==> src/rtl/core/dcss_pkg.sv <==
// Package for the seven-segment scanned down counter: payload types, constants
// and the segment and rate look-up functions. Depends on nothing.
package dcss_pkg;

	localparam int NUM_DIGITS = 4;
	localparam int SCAN_W     = (NUM_DIGITS > 1) ? $clog2(NUM_DIGITS) : 1;
	localparam int BCD_DIGITS = 5;

	typedef enum logic {
		OP_TICK = 1'b0,
		OP_SCAN = 1'b1
	} opcode_t;

	typedef struct packed {
		opcode_t    opcode;
		logic [9:0] adc_sample;
	} cmd_t;

	typedef struct packed {
		logic [6:0]  segments;
		logic [3:0]  digit_enable;
		logic [7:0]  level_bar;
		logic [15:0] count_value;
	} res_t;

	typedef struct packed {
		logic       tick;
		logic       scan;
		logic [9:0] sample;
	} step_t;

	typedef logic [BCD_DIGITS-1:0][3:0] bcd_t;

	localparam logic [SCAN_W-1:0] POS_LAST     = SCAN_W'(NUM_DIGITS - 1);
	localparam logic [15:0]       TIMER_RESET  = 16'd15535;
	localparam logic [15:0]       COUNT_RESET  = 16'd9999;
	localparam logic [15:0]       PERIOD_RESET = 16'd50000;
	localparam logic [6:0]        SEG_RESET    = 7'h3F;
	localparam bcd_t              BCD_RESET    = 20'h09999;
	localparam bcd_t              BCD_WRAP     = 20'h65535;

	function automatic logic [6:0] seg_pattern(input logic [3:0] digit);
		logic [6:0] pat;
		case (digit)
			4'd0:    pat = 7'h3F;
			4'd1:    pat = 7'h06;
			4'd2:    pat = 7'h5B;
			4'd3:    pat = 7'h4F;
			4'd4:    pat = 7'h66;
			4'd5:    pat = 7'h6D;
			4'd6:    pat = 7'h7D;
			4'd7:    pat = 7'h07;
			4'd8:    pat = 7'h7F;
			4'd9:    pat = 7'h6F;
			default: pat = 7'h3F;
		endcase
		return pat;
	endfunction

	function automatic logic [15:0] rate_from_sample(input logic [9:0] sample);
		logic [15:0] rate;
		if (sample <= 10'd100)      rate = 16'd5000;
		else if (sample <= 10'd200) rate = 16'd10000;
		else if (sample <= 10'd300) rate = 16'd15000;
		else if (sample <= 10'd400) rate = 16'd20000;
		else if (sample <= 10'd500) rate = 16'd25000;
		else if (sample <= 10'd600) rate = 16'd30000;
		else if (sample <= 10'd700) rate = 16'd35000;
		else if (sample <= 10'd800) rate = 16'd40000;
		else if (sample <= 10'd900) rate = 16'd45000;
		else                        rate = 16'd50000;
		return rate;
	endfunction

endpackage

==> src/rtl/core/dcss_timer.sv <==
// Reload timer, tick period and down counter with a decimal shadow copy.
// Depends on dcss_pkg.
module dcss_timer (
	input  logic               clk,
	input  logic               arst_n,
	input  dcss_pkg::step_t    step,
	output logic [15:0]        count_value,
	output dcss_pkg::bcd_t     digits
);

	logic [15:0]    timer_q;
	logic [15:0]    period_q;
	logic [15:0]    count_q;
	dcss_pkg::bcd_t bcd_q;
	dcss_pkg::bcd_t bcd_next;

	// The decimal copy follows the binary counter, including its wrap to 65535.
	always_comb begin
		logic borrow;
		borrow = 1'b1;
		for (int i = 0; i < dcss_pkg::BCD_DIGITS; i++) begin
			if (borrow) begin
				if (bcd_q[i] == 4'd0) begin
					bcd_next[i] = 4'd9;
				end else begin
					bcd_next[i] = bcd_q[i] - 4'd1;
					borrow      = 1'b0;
				end
			end else begin
				bcd_next[i] = bcd_q[i];
			end
		end
		if (count_q == 16'd0) begin
			bcd_next = dcss_pkg::BCD_WRAP;
		end
	end

	always_ff @(posedge clk or negedge arst_n) begin
		if (!arst_n) begin
			timer_q  <= dcss_pkg::TIMER_RESET;
			period_q <= dcss_pkg::PERIOD_RESET;
			count_q  <= dcss_pkg::COUNT_RESET;
			bcd_q    <= dcss_pkg::BCD_RESET;
		end else begin
			if (step.scan) begin
				period_q <= dcss_pkg::rate_from_sample(step.sample);
			end
			if (step.tick) begin
				if (timer_q == 16'hFFFF) begin
					timer_q <= ~period_q;
					count_q <= count_q - 16'd1;
					bcd_q   <= bcd_next;
				end else begin
					timer_q <= timer_q + 16'd1;
				end
			end
		end
	end

	assign count_value = count_q;
	assign digits      = bcd_q;

endmodule

==> src/rtl/core/dcss_scan.sv <==
// Display scan: digit selection, segment pattern, digit enable and level bar.
// Depends on dcss_pkg.
module dcss_scan (
	input  logic                clk,
	input  logic                arst_n,
	input  dcss_pkg::step_t     step,
	input  dcss_pkg::bcd_t      digits,
	output logic [6:0]          segments,
	output logic [3:0]          digit_enable,
	output logic [7:0]          level_bar
);

	logic [dcss_pkg::SCAN_W-1:0] pos_q;
	logic [6:0]                  seg_q;
	logic [3:0]                  en_q;
	logic [7:0]                  bar_q;
	logic [3:0]                  digit;
	logic [2:0]                  bit_idx;
	logic [3:0]                  onehot;

	// Positions beyond the fifth decimal digit of a 16-bit value show zero.
	always_comb begin
		digit = 4'd0;
		for (int i = 0; i < dcss_pkg::BCD_DIGITS; i++) begin
			if (4'(pos_q) == 4'(i)) begin
				digit = digits[i];
			end
		end
		bit_idx = 3'(dcss_pkg::NUM_DIGITS - 1) - 3'(pos_q);
		onehot  = (bit_idx < 3'd4) ? (4'd1 << bit_idx[1:0]) : 4'd0;
	end

	always_ff @(posedge clk or negedge arst_n) begin
		if (!arst_n) begin
			pos_q <= '0;
			seg_q <= dcss_pkg::SEG_RESET;
			en_q  <= 4'd0;
			bar_q <= 8'd0;
		end else if (step.scan) begin
			seg_q <= dcss_pkg::seg_pattern(digit);
			en_q  <= onehot;
			bar_q <= step.sample[9:2];
			pos_q <= (pos_q == dcss_pkg::POS_LAST) ? '0 : pos_q + 1'b1;
		end
	end

	assign segments     = seg_q;
	assign digit_enable = en_q;
	assign level_bar    = bar_q;

endmodule

==> src/rtl/core/down_counter_seven_segment_scan.sv <==
// Top level of the scanned seven-segment down counter.
// Depends on dcss_pkg, dcss_timer and dcss_scan.
//
// Usage:
// The cmd channel carries one item per transfer: a timer tick (opcode OP_TICK)
// or a display scan step with an ADC sample (opcode OP_SCAN). The res channel
// returns exactly one result per item, showing the segment pattern, the
// one-hot digit enable, the level bar and the counter value after that item.
// The result of an item accepted at a clock edge is valid from that edge on.
// Throughput is one item per cycle while the receiver takes each result; the state registers
// act as the result register, so a new item is taken in the same cycle as
// the previous result is taken. When the receiver stalls, the result holds
// and cmd_ready falls until the result is taken.
// Reset loads the timer with 15535, the counter with 9999, the period with
// 50000, the segments with the pattern for zero, all digits off, a level bar
// of zero and the ones digit as the next scan position; no result is pending.
module down_counter_seven_segment_scan (
	input  logic           clk,
	input  logic           arst_n,
	input  logic           cmd_valid,
	output logic           cmd_ready,
	input  dcss_pkg::cmd_t cmd,
	output logic           res_valid,
	input  logic           res_ready,
	output dcss_pkg::res_t res
);

	logic            res_valid_q;
	logic            accept;
	dcss_pkg::step_t step;
	dcss_pkg::bcd_t  digits;

	assign cmd_ready = !res_valid_q || res_ready;
	assign accept    = cmd_valid && cmd_ready;

	assign step.tick   = accept && (cmd.opcode == dcss_pkg::OP_TICK);
	assign step.scan   = accept && (cmd.opcode == dcss_pkg::OP_SCAN);
	assign step.sample = cmd.adc_sample;

	dcss_timer u_timer (
		.clk         (clk),
		.arst_n      (arst_n),
		.step        (step),
		.count_value (res.count_value),
		.digits      (digits)
	);

	dcss_scan u_scan (
		.clk          (clk),
		.arst_n       (arst_n),
		.step         (step),
		.digits       (digits),
		.segments     (res.segments),
		.digit_enable (res.digit_enable),
		.level_bar    (res.level_bar)
	);

	always_ff @(posedge clk or negedge arst_n) begin
		if (!arst_n) begin
			res_valid_q <= 1'b0;
		end else if (accept) begin
			res_valid_q <= 1'b1;
		end else if (res_ready) begin
			res_valid_q <= 1'b0;
		end
	end

	assign res_valid = res_valid_q;

endmodule

==> config.mk <==
export PLATFORM = sky130hd
export DESIGN_NAME = down_counter_seven_segment_scan
export DESIGN_NICKNAME = d
export VERILOG_FILES = /design/src/rtl/core/dcss_pkg.sv /design/src/rtl/core/dcss_timer.sv /design/src/rtl/core/dcss_scan.sv /design/src/rtl/core/down_counter_seven_segment_scan.sv
export SDC_FILE = /design/constraint.sdc
export NUM_CORES = 1
export LEC_CHECK = 0
export ABC_AREA = 1
export BUFFER_PORTS_ARGS = -buffer_cell sky130_fd_sc_hd__clkbuf_2
export CORE_MARGIN = 2
export CORE_UTILIZATION = 55
export DETAILED_ROUTE_END_ITERATION = 8
export GPL_TIMING_DRIVEN = 0
export PLACE_DENSITY_LB_ADDON = 0.15
export SYNTH_ARGS = -nofsm -noshare
export SYNTH_HDL_FRONTEND = slang
export SYNTH_SLANG_ARGS = --single-unit
==> constraint.sdc <==
create_clock -name clk -period 4.71 [get_ports clk]
set_input_delay 0.942 -clock clk [delete_from_list [all_inputs] [get_ports clk]]
set_output_delay 0.942 -clock clk [all_outputs]
set_load 0.005 [all_outputs]
==> results of run 1 <==
-- cell families after synthesis --
kind of cell    after synthesis
simple gates                355
buf+inv                      99
fa+ha+maj                    12
compound gates              110
flops                        82
xor+xnor                     22
-- stage by stage --
stage,hold slack (ns),total power (µW),std cells
2_1_floorplan,0.446,1340,680
3_3_place_gp,0.451,1510,837
3_5_place_dp,0.459,1540,838
4_1_cts,0.471,2080,854
5_1_grt,0.486,2210,854
6_report,0.467,2070,854
-- report_power, final --
group,internal (µW),switching (µW),total [µW],leakage [µW]
clock,251,283,534,0.000105
combinational,220,356,576,0.00177
sequential,863,92.3,956,0.000951
total,1330,731,2070,0.00282
-- worst max-delay path: stages, from the launching register on --
cell and delay [ns]:
dfrtp_1 0.41, inv_1 0.13, ha_1 0.16, clkbuf_1 0.26, a21oi_1 0.12, a21boi_0 0.61
inv_1 0.19, ha_1 0.32, inv_1 0.05, nor2_1 0.05, nor3_1 0.22, nor2_1 0.06
-- registers in the layout, indices dropped and copies added (netlist names) --
signal	count
u_scan.pos_q	2
u_timer.period_q	12
u_timer.timer_q	16
u_scan.segments	7
u_scan.digit_enable	4
u_timer.count_value	16
res_valid	1
u_scan.level_bar	8
u_timer.digits	16
-- how the worst max path moves through the flow --
stage | from | endpoint
6_report | u_scan.pos_q[0] | u_scan.segments[3]
5_1_grt | u_scan.pos_q[0] | u_scan.segments[3]
4_1_cts | u_scan.pos_q[0] | u_scan.segments[3]
3_5_place_dp | u_scan.pos_q[0] | u_scan.segments[3]
3_3_place_gp | arst_n | u_scan.level_bar[3]
2_1_floorplan | u_scan.pos_q[0] | u_scan.segments[3]
-- cells in the final DEF (no fill, tap or decap), types with 7 or more instances in the layout --
master and count:
a21oi_1 22, clkbuf_1 7, clkbuf_2 49, clkbuf_8 9
dfrtp_1 44, dfstp_2 38, ha_1 12, inv_1 77
inv_2 8, nand2_1 194, nand2_2 12, nand3_1 33
nor2_1 71, nor3_1 18, o21ai_0 51, o21ai_1 8
xor2_1 16
-- area by class of cell --
class	instances	share of cell area
clock inverter	7	0.0138
inverter	85	0.0566
timing repair buffer	50	0.0488
sequential	82	0.372
buffer	14	0.0129
multi-input combinational	499	0.450
tap	108	0.0240
clock buffer	9	0.0220
-- layer usage --
layer | up-vias | GRT usage | wire length (µm)
li1 | 2299 | - | -
met1 | 2185 | 0.340 | 5540
met2 | 91 | 0.418 | 5580
met3 | 15 | 0.0302 | 412
met4 | 0 | 0.0759 | 172
met5 | - | 0 | 0
==> run_results.csv, run 1 <==
group,metric,value,unit
clock_tree,cts_buffer_depth,2,
placement,place.gp.congestion,0.879,
placement,port-buffer-count,49,
synth,synthMuxAreaShare,0,
floorplanning,rows,34,
critical_path,cp-end-kind,"register",
clock_tree,cts-resized-gates,0,
global_routing,antenna_found_initial,0,
routing,viasPerCell,5.37,
clock_tree,cts.clk_slew.worst_paths,0.08,ns
status,status,"finished, final reports clean",
synth,synthAdderAreaFrac,0.0299,
floorplanning,initial_core_util,0.571,
critical_path,required,5.00,ns
synth,ys_seq_area_frac,0.418,
placement,placed_area,5440,µm²
layout,fin_nets,768,
layout,stdcell_area,5640,µm²
global_routing,grt_pass1_wl,20100,µm
routing,vias,4590,
timing,drv_slew,0,
min_path,hold_end,"u_scan.segments[0]",
floorplanning,io_pins,52,
synth,synth_top_cells_by_area,"dfrtp_1, dfstp_2, nand2_1",
synth,synth_warnings,0,
routing,first_pass_iters,4,
floorplanning,die_h,99.6,µm
synth,synth_flop_cell,"dfrtp_1",
synth,synth_cell_type_count,42,
layout,nFillCells,800,
floorplanning,core_area,8810,µm²
floorplanning,die-area,9920,µm²
critical_path,crit_type,"register to register",
critical_path,r2r_start,"u_scan.pos_q[0]",
timing,fmax,378,MHz
clock_tree,cts_buffers,9,
power,vdd_drop_max,0.281,mV
timing,fin_setup_tns,0,ns
critical_path,r2r_slack,2.06,ns
clock_tree,cts-root-buf,"clkbuf_8",
layout,drive_gt1_frac,0.202,
critical_path,r2r_cells,11,
routing,wirelength,11700,µm
routing,dr.first_iter.drc_count,230,
synth,synth_edf_count,0,
min_path,holdPathStages,2,
clock_tree,htreeDepth,3,
placement,dp_hpwl,8860,µm
floorplanning,die_w,99.6,µm
critical_path,r2r_end,"u_scan.segments[3]",
power,power_density,366,nW/µm²
global_routing,grt_overflow_total,0,
synth,synth_top_family_by_area,"simple AND/OR/NAND/NOR gates",
routing,drtAntennaViolNets,0,
timing,fin_crit_sh,0.562,
clock_tree,cts_sinks,82,
global_routing,grt_start_max_net_pins,53,
clock_tree,cts_tree,"built",
synth,synth-seq-cells,82,
timing,setup_viol,0,
critical_path,arrival,2.93,ns
routing,remaining_drc_errors,0,
clock_tree,postCtsHoldBufs,0,
layout,multiInputGateArea,2530,µm²
synth,postSynthCellCount,680,
layout,antenna_cells,0,
synth,syn_area_per_cell,7.39,µm²
job,maxCapViolCount,0,
timing,relSlewSlack,0.510,
synth,syn_nets,707,
synth,synth-compound-area-share,0.125,
layout,seq_area,2100,µm²
routing,wl_per_cell,13.7,µm
synth,synthArstFlopShare,1.00,
synth,synthDominantCellAreaShare,0.219,
power,p_leak,0.00282,µW
timing,hold_violations,0,
layout,utilization,0.640,
min_path,hp-start,"u_scan.segments[0]",
critical_path,crit_fanout,8,
synth,yosysTopAreaCell,"dfrtp_1",
critical_path,critPathLaunchType,"register",
min_path,hold_path.class,"register to register",
clock_tree,clk_latency,0.36,ns
global_routing,track_usage,0.249,
synth,synth_most_common_cell,"nand2_1",
global_routing,grt_pass1_vias,4337,
placement,preCtsSetupSlack,2.12,ns
synth,synth_common_cells,"nand2_1, inv_1, nor2_1, o21ai_0, dfrtp_1",
timing,rsz0062_at_grt,"false",
synth,synthSimpleGateAreaFrac,0.311,
timing,worst_pin_slew,0.728,ns
synth,synth_xor_area_frac,0.0383,
timing,post-route-min-period,2.65,ns
layout,syn_to_final_growth,12.2,%
timing,worst_slack,2.06,ns
clock_tree,post-cts-setup-buffer-count,0,
synth,synthesis.area,5030,µm²
timing,fin_skew,0.0165,ns
Note: power is estimated with default switching activity, not from simulation.
==> run 2: changes to the inputs <==
--- a/config.mk
+++ b/config.mk
@@ -8,7 +8,7 @@
 export ABC_AREA = 1
 export BUFFER_PORTS_ARGS = -buffer_cell sky130_fd_sc_hd__clkbuf_2
 export CORE_MARGIN = 2
-export CORE_UTILIZATION = 55
+export CORE_UTILIZATION = 54
 export DETAILED_ROUTE_END_ITERATION = 8
 export GPL_TIMING_DRIVEN = 0
 export PLACE_DENSITY_LB_ADDON = 0.15
==> constraint.sdc (replaced) <==
create_clock -name clk -period 2.4 [get_ports clk]
set_input_delay 0.48 -clock clk [delete_from_list [all_inputs] [get_ports clk]]
set_output_delay 0.48 -clock clk [all_outputs]
set_load 0.005 [all_outputs]
==> run_results.csv, run 2 (same netlist as run 1, synthesis figures left out) <==
group,metric,value,unit
status,status,"finished, final reports clean",
global_routing,track_usage,0.242,
layout,fin_nets,767,
layout,antenna_cells,0,
placement,placed_area,5440,µm²
timing,post-route-min-period,2.16,ns
critical_path,critPathLaunchType,"register",
floorplanning,die_w,100,µm
timing,fin_skew,0.0152,ns
clock_tree,post-cts-setup-buffer-count,0,
timing,fmax,463,MHz
layout,drive_gt1_frac,0.201,
clock_tree,cts_tree,"built",
clock_tree,cts.clk_slew.worst_paths,0.09,ns
timing,whs,0.0303,ns
routing,first_pass_iters,5,
floorplanning,io_pins,52,
critical_path,cp-end-kind,"register",
routing,viasPerCell,5.31,
timing,setup_viol,0,
routing,remaining_drc_errors,0,
critical_path,crit_path_top_delay_cell,"dfstp_2",
global_routing,grt_overflow_total,0,
clock_tree,cts-root-buf,"clkbuf_8",
layout,stdcell_area,5640,µm²
clock_tree,cts-resized-gates,1,
critical_path,crit_type,"register to register",
layout,final_cells,856,
global_routing,grt_pass1_wl,19500,µm
timing,hold_violations,0,
layout,syn_to_final_growth,12.1,%
critical_path,cpPeakStageDelay,0.58,ns
clock_tree,cts_buffer_depth,2,
critical_path,crit_fanout,10,
layout,final_common_cell,"nand2_1",
routing,wl_per_cell,13.6,µm
global_routing,grt_start_max_net_pins,61,
routing,vias,4545,
placement,dp_cells,841,
routing,wirelength,11600,µm
layout,utilization,0.616,
floorplanning,rows,35,
timing,fin_crit_sh,0.901,
global_routing,antenna_found_initial,0,
clock_tree,htreeDepth,3,
power,vdd_drop_max,0.449,mV
floorplanning,core_area,9150,µm²
layout,final_cell_mix,"nand2_1, inv_1, nor2_1",
floorplanning,die_h,100,µm
critical_path,path_cells,"inv_1 > ha_1 > nand3_1 > nor2_1 > nand2_1 > o21ai_0 > nand3_1 > inv_2 > o21ai_0",
placement,dp_hpwl,8740,µm
placement,port-buffer-count,49,
min_path,hold_path.class,"input port to asynchronous set/reset pin",
global_routing,grt_pass1_vias,4212,
floorplanning,die-area,10100,µm²
job,maxCapViolCount,0,
timing,drv_slew,0,
timing,worst_pin_slew,0.526,ns
critical_path,required,2.67,ns
clock_tree,cts_sinks,82,
power,power_density,717,nW/µm²
placement,place.gp.congestion,0.923,
critical_path,cp_top_family,"simple AND/OR/NAND/NOR gates",
routing,drtAntennaViolNets,0,
critical_path,arrival,2.44,ns
clock_tree,clk_latency,0.37,ns
timing,rsz0062_at_grt,"false",
critical_path,path_buf_inv,2,
routing,dr.first_iter.drc_count,246,
timing,relSlewSlack,0.649,
clock_tree,postCtsHoldBufs,0,
power,p_leak,0.00281,µW
floorplanning,initial_core_util,0.549,
clock_tree,cts_buffers,9,
## run 2: worst paths after layout
path,start,slack [ns],cells past startpoint,to
max,u_timer.count_value[0],0.24,9,u_timer.digits[12]
min,arst_n,0.03,1,u_timer.count_value[12]
max reg2reg,u_timer.count_value[0],0.24,9,u_timer.digits[12]
min reg2reg,u_scan.segments[0],0.47,2,u_scan.segments[0]
max in group asynchronous,arst_n,1.72,2,u_scan.segments[5]
min in group clk,cmd_valid,0.37,3,res_valid
## run 2: layout make-up
| class | count | area (µm²) |
|---|---|---|
| clock inverters | 4 | 51.3 |
| plain buffers | 13 | 68.8 |
| well taps | 111 | 139 |
| flip-flops and latches | 82 | 2100 |
| inverters | 85 | 319 |
| repair buffers | 50 | 275 |
| clock buffers | 12 | 145 |
| fillers | 839 | 3520 |
| multi-input cells | 499 | 2540 |
## run 2: routing by layer
metal | up-vias | GRT usage | wire, µm
li1 | 2297 | - | -
met1 | 2126 | 0.333 | 5560
met2 | 106 | 0.394 | 5360
met3 | 16 | 0.0430 | 538
met4 | 0 | 0.0727 | 174
met5 | - | 0 | 0
## run 2: worst register-to-register path: cells and delay by family, from the launching register on
kind            cells  cell delay [ns]
flops               1             0.58
fa+ha+maj           1             0.22
compound gates      2             0.36
simple gates        4             0.74
buf+inv             2             0.17
## run 2: where the power goes
part           switching, µW  leakage (µW)  total, µW  internal, µW
Sequential               179      0.000951       1870          1690
Clock                    525     0.0000966       1040           511
Combinational            695       0.00177       1130           437
## run 2: metrics by stage
step | worst slack, ns | power, µW | TNS [ns]
final | 0.238 | 4040 | 0
after detailed placement | -0.129 | 3010 | -0.249
after global placement | -0.0629 | 2960 | -0.0629
after CTS | 0.0684 | 4050 | 0
after global routing | 0.0174 | 4320 | 0
after floorplan | 0.227 | 2630 | 0
==> run 3: changes to the inputs <==
--- a/config.mk
+++ b/config.mk
@@ -8,7 +8,7 @@
 export ABC_AREA = 1
 export BUFFER_PORTS_ARGS = -buffer_cell sky130_fd_sc_hd__clkbuf_2
 export CORE_MARGIN = 2
-export CORE_UTILIZATION = 54
+export CORE_UTILIZATION = 55
 export DETAILED_ROUTE_END_ITERATION = 8
 export GPL_TIMING_DRIVEN = 0
 export PLACE_DENSITY_LB_ADDON = 0.15
==> constraint.sdc (replaced) <==
create_clock -name clk -period 2.1 [get_ports clk]
set_input_delay 0.42 -clock clk [delete_from_list [all_inputs] [get_ports clk]]
set_output_delay 0.42 -clock clk [all_outputs]
set_load 0.005 [all_outputs]
==> run_results.csv, run 3 (same netlist as run 1, synthesis figures left out) <==
group,metric,value,unit
layout,final_cells,859,
global_routing,grt_start_max_net_pins,43,
timing,relSlewSlack,0.621,
routing,wl_per_cell,14.0,µm
critical_path,required,2.34,ns
floorplanning,die_h,99.6,µm
critical_path,cp_top_family,"simple AND/OR/NAND/NOR gates",
status,status,"finished, final reports clean",
layout,drive_gt1_frac,0.222,
power,p_leak,0.00286,µW
power,pwr-share-comb,0.282,
timing,drv_slew,0,
timing,fin_crit_sh,0.958,
critical_path,cp-end-kind,"register",
layout,fin_nets,773,
routing,dr.first_iter.drc_count,205,
routing,wirelength,12000,µm
clock_tree,cts_tree,"built",
floorplanning,initial_core_util,0.571,
timing,hold_violations,0,
critical_path,crit_fanout,8,
global_routing,use_met2,0.424,
layout,stdcell_area,5750,µm²
layout,syn_to_final_growth,14.3,%
clock_tree,cts.clk_slew.worst_paths,0.09,ns
critical_path,path_buf_inv,2,
floorplanning,io_pins,52,
power,p_clk_frac,0.272,
clock_tree,cts_buffer_depth,2,
floorplanning,rows,34,
timing,whs,0.0726,ns
power,p_sw,1620,µW
routing,remaining_drc_errors,0,
placement,dp_hpwl,9100,µm
power,p_int,3220,µW
clock_tree,cts_sinks,82,
global_routing,use_met3,0.0401,
layout,utilization,0.653,
floorplanning,die-area,9920,µm²
routing,viasPerCell,5.46,
power,switching_share,0.335,
layout,antenna_cells,0,
layout,final_common_cell,"nand2_1",
min_path,hold_path.class,"input port to asynchronous set/reset pin",
global_routing,grt_pass1_vias,4547,
critical_path,arrival,2.25,ns
critical_path,critPathLaunchType,"register",
clock_tree,clk_latency,0.36,ns
critical_path,path_cells,"ha_2 > nand3_2 > nor2_4 > inv_1 > nor2_4 > nand2_2 > nor3_4 > buf_12 > nand3_2 > xnor2_1",
placement,place.gp.congestion,0.885,
timing,fin_skew,0.0110,ns
global_routing,global_route.usage.met1,0.345,
global_routing,grt_busiest_layer,"met2",
global_routing,grt_pass1_wl,20900,µm
global_routing,grt_overflow_total,0,
floorplanning,die_w,99.6,µm
global_routing,track_usage,0.258,
job,maxCapViolCount,0,
critical_path,crit_path_top_delay_cell,"dfstp_2",
routing,drtAntennaViolNets,0,
floorplanning,core_area,8810,µm²
routing,first_pass_iters,5,
clock_tree,cts-root-buf,"clkbuf_8",
power,seq_power_share,0.446,
timing,worst_pin_slew,0.568,ns
clock_tree,htreeDepth,3,
timing,fmax,497,MHz
global_routing,antenna_found_initial,0,
power,vdd_drop_max,0.739,mV
timing,setup_viol,0,
timing,post-route-min-period,2.01,ns
critical_path,cpPeakStageDelay,0.56,ns
placement,dp_cells,838,
routing,vias,4687,
power,power_density,841,nW/µm²
critical_path,crit_type,"register to register",
critical_path,r2r_slack,0.09,ns
placement,placed_area,5430,µm²
layout,final_cell_mix,"nand2_1, inv_1, nor2_1",
clock_tree,cts_buffers,9,
placement,port-buffer-count,49,
==> run 3: changes by cell type in the layout (fill, tap and decap cells not counted), sizes merged <==
cell and change:
buf +6, bufinv +1, clkinvlp -1
==> run 3: worst register-to-register path: cells and delay by family (launching register included) <==
kind          cells  cell delay (ns)
simple gates      6             0.77
fa+ha+maj         1             0.19
buf+inv           2             0.24
xor+xnor          1             0.13
flops             1             0.56
==> run 3: area by class of cell <==
| type | instances | area [µm²] |
|---|---|---|
| Buffer | 13 | 68.8 |
| Clock buffer | 12 | 155 |
| Clock inverter | 4 | 73.8 |
| Fill cell | 769 | 3060 |
| Inverter | 85 | 319 |
| Multi-Input combinational cell | 499 | 2570 |
| Sequential cell | 82 | 2100 |
| Tap cell | 108 | 135 |
| Timing Repair Buffer | 56 | 325 |
==> run 3: through the flow <==
| step | total power (µW) | setup slack (ns) | setup TNS (ns) |
|---|---|---|---|
| 2_1_floorplan | 3000 | 0.0750 | 0 |
| 3_3_place_gp | 3380 | -0.193 | -8.78 |
| 3_5_place_dp | 3460 | -0.264 | -1.02 |
| 4_1_cts | 4840 | 0.0273 | 0 |
| 5_1_grt | 5160 | -0.0297 | -0.0547 |
| 6_report | 4830 | 0.0887 | 0 |
==> run 3: power by group through the flow <==
stage	clock network [µW]	registers [µW]	logic [µW]
2_1_floorplan	0	2130	879
3_3_place_gp	0	2160	1230
3_5_place_dp	0	2170	1290
4_1_cts	1340	2150	1350
5_1_grt	1400	2190	1580
6_report	1310	2150	1360
==> run 3: repair_timing <==
item	4_1_cts	5_1_grt
setup endpoints to repair	9	28
cloned	0	0
pin swaps	1	4
hold buffers	0	0
gates resized for setup	4	10
setup buffers	2	4
==> run 3: path summary, 6_finish.rpt <==
| kind | endpoint | cells past startpoint | start |
|---|---|---|---|
| setup / recovery | u_timer.count_value[7] | 10 | u_timer.timer_q[0] |
| hold / removal | u_timer.timer_q[15] | 1 | arst_n |
| setup reg to reg | u_timer.count_value[7] | 10 | u_timer.timer_q[0] |
| hold reg to reg | u_scan.segments[0] | 2 | u_scan.segments[0] |
| max in group asynchronous | u_scan.segments[5] | 2 | arst_n |
| min in group clk | res_valid | 3 | cmd_valid |
==> run 3: layer usage <==
layer,up-vias,share of wire
met4,0,0.018
met3,16,0.050
li1,2312,-
met5,-,0
met1,2229,0.45
met2,130,0.48
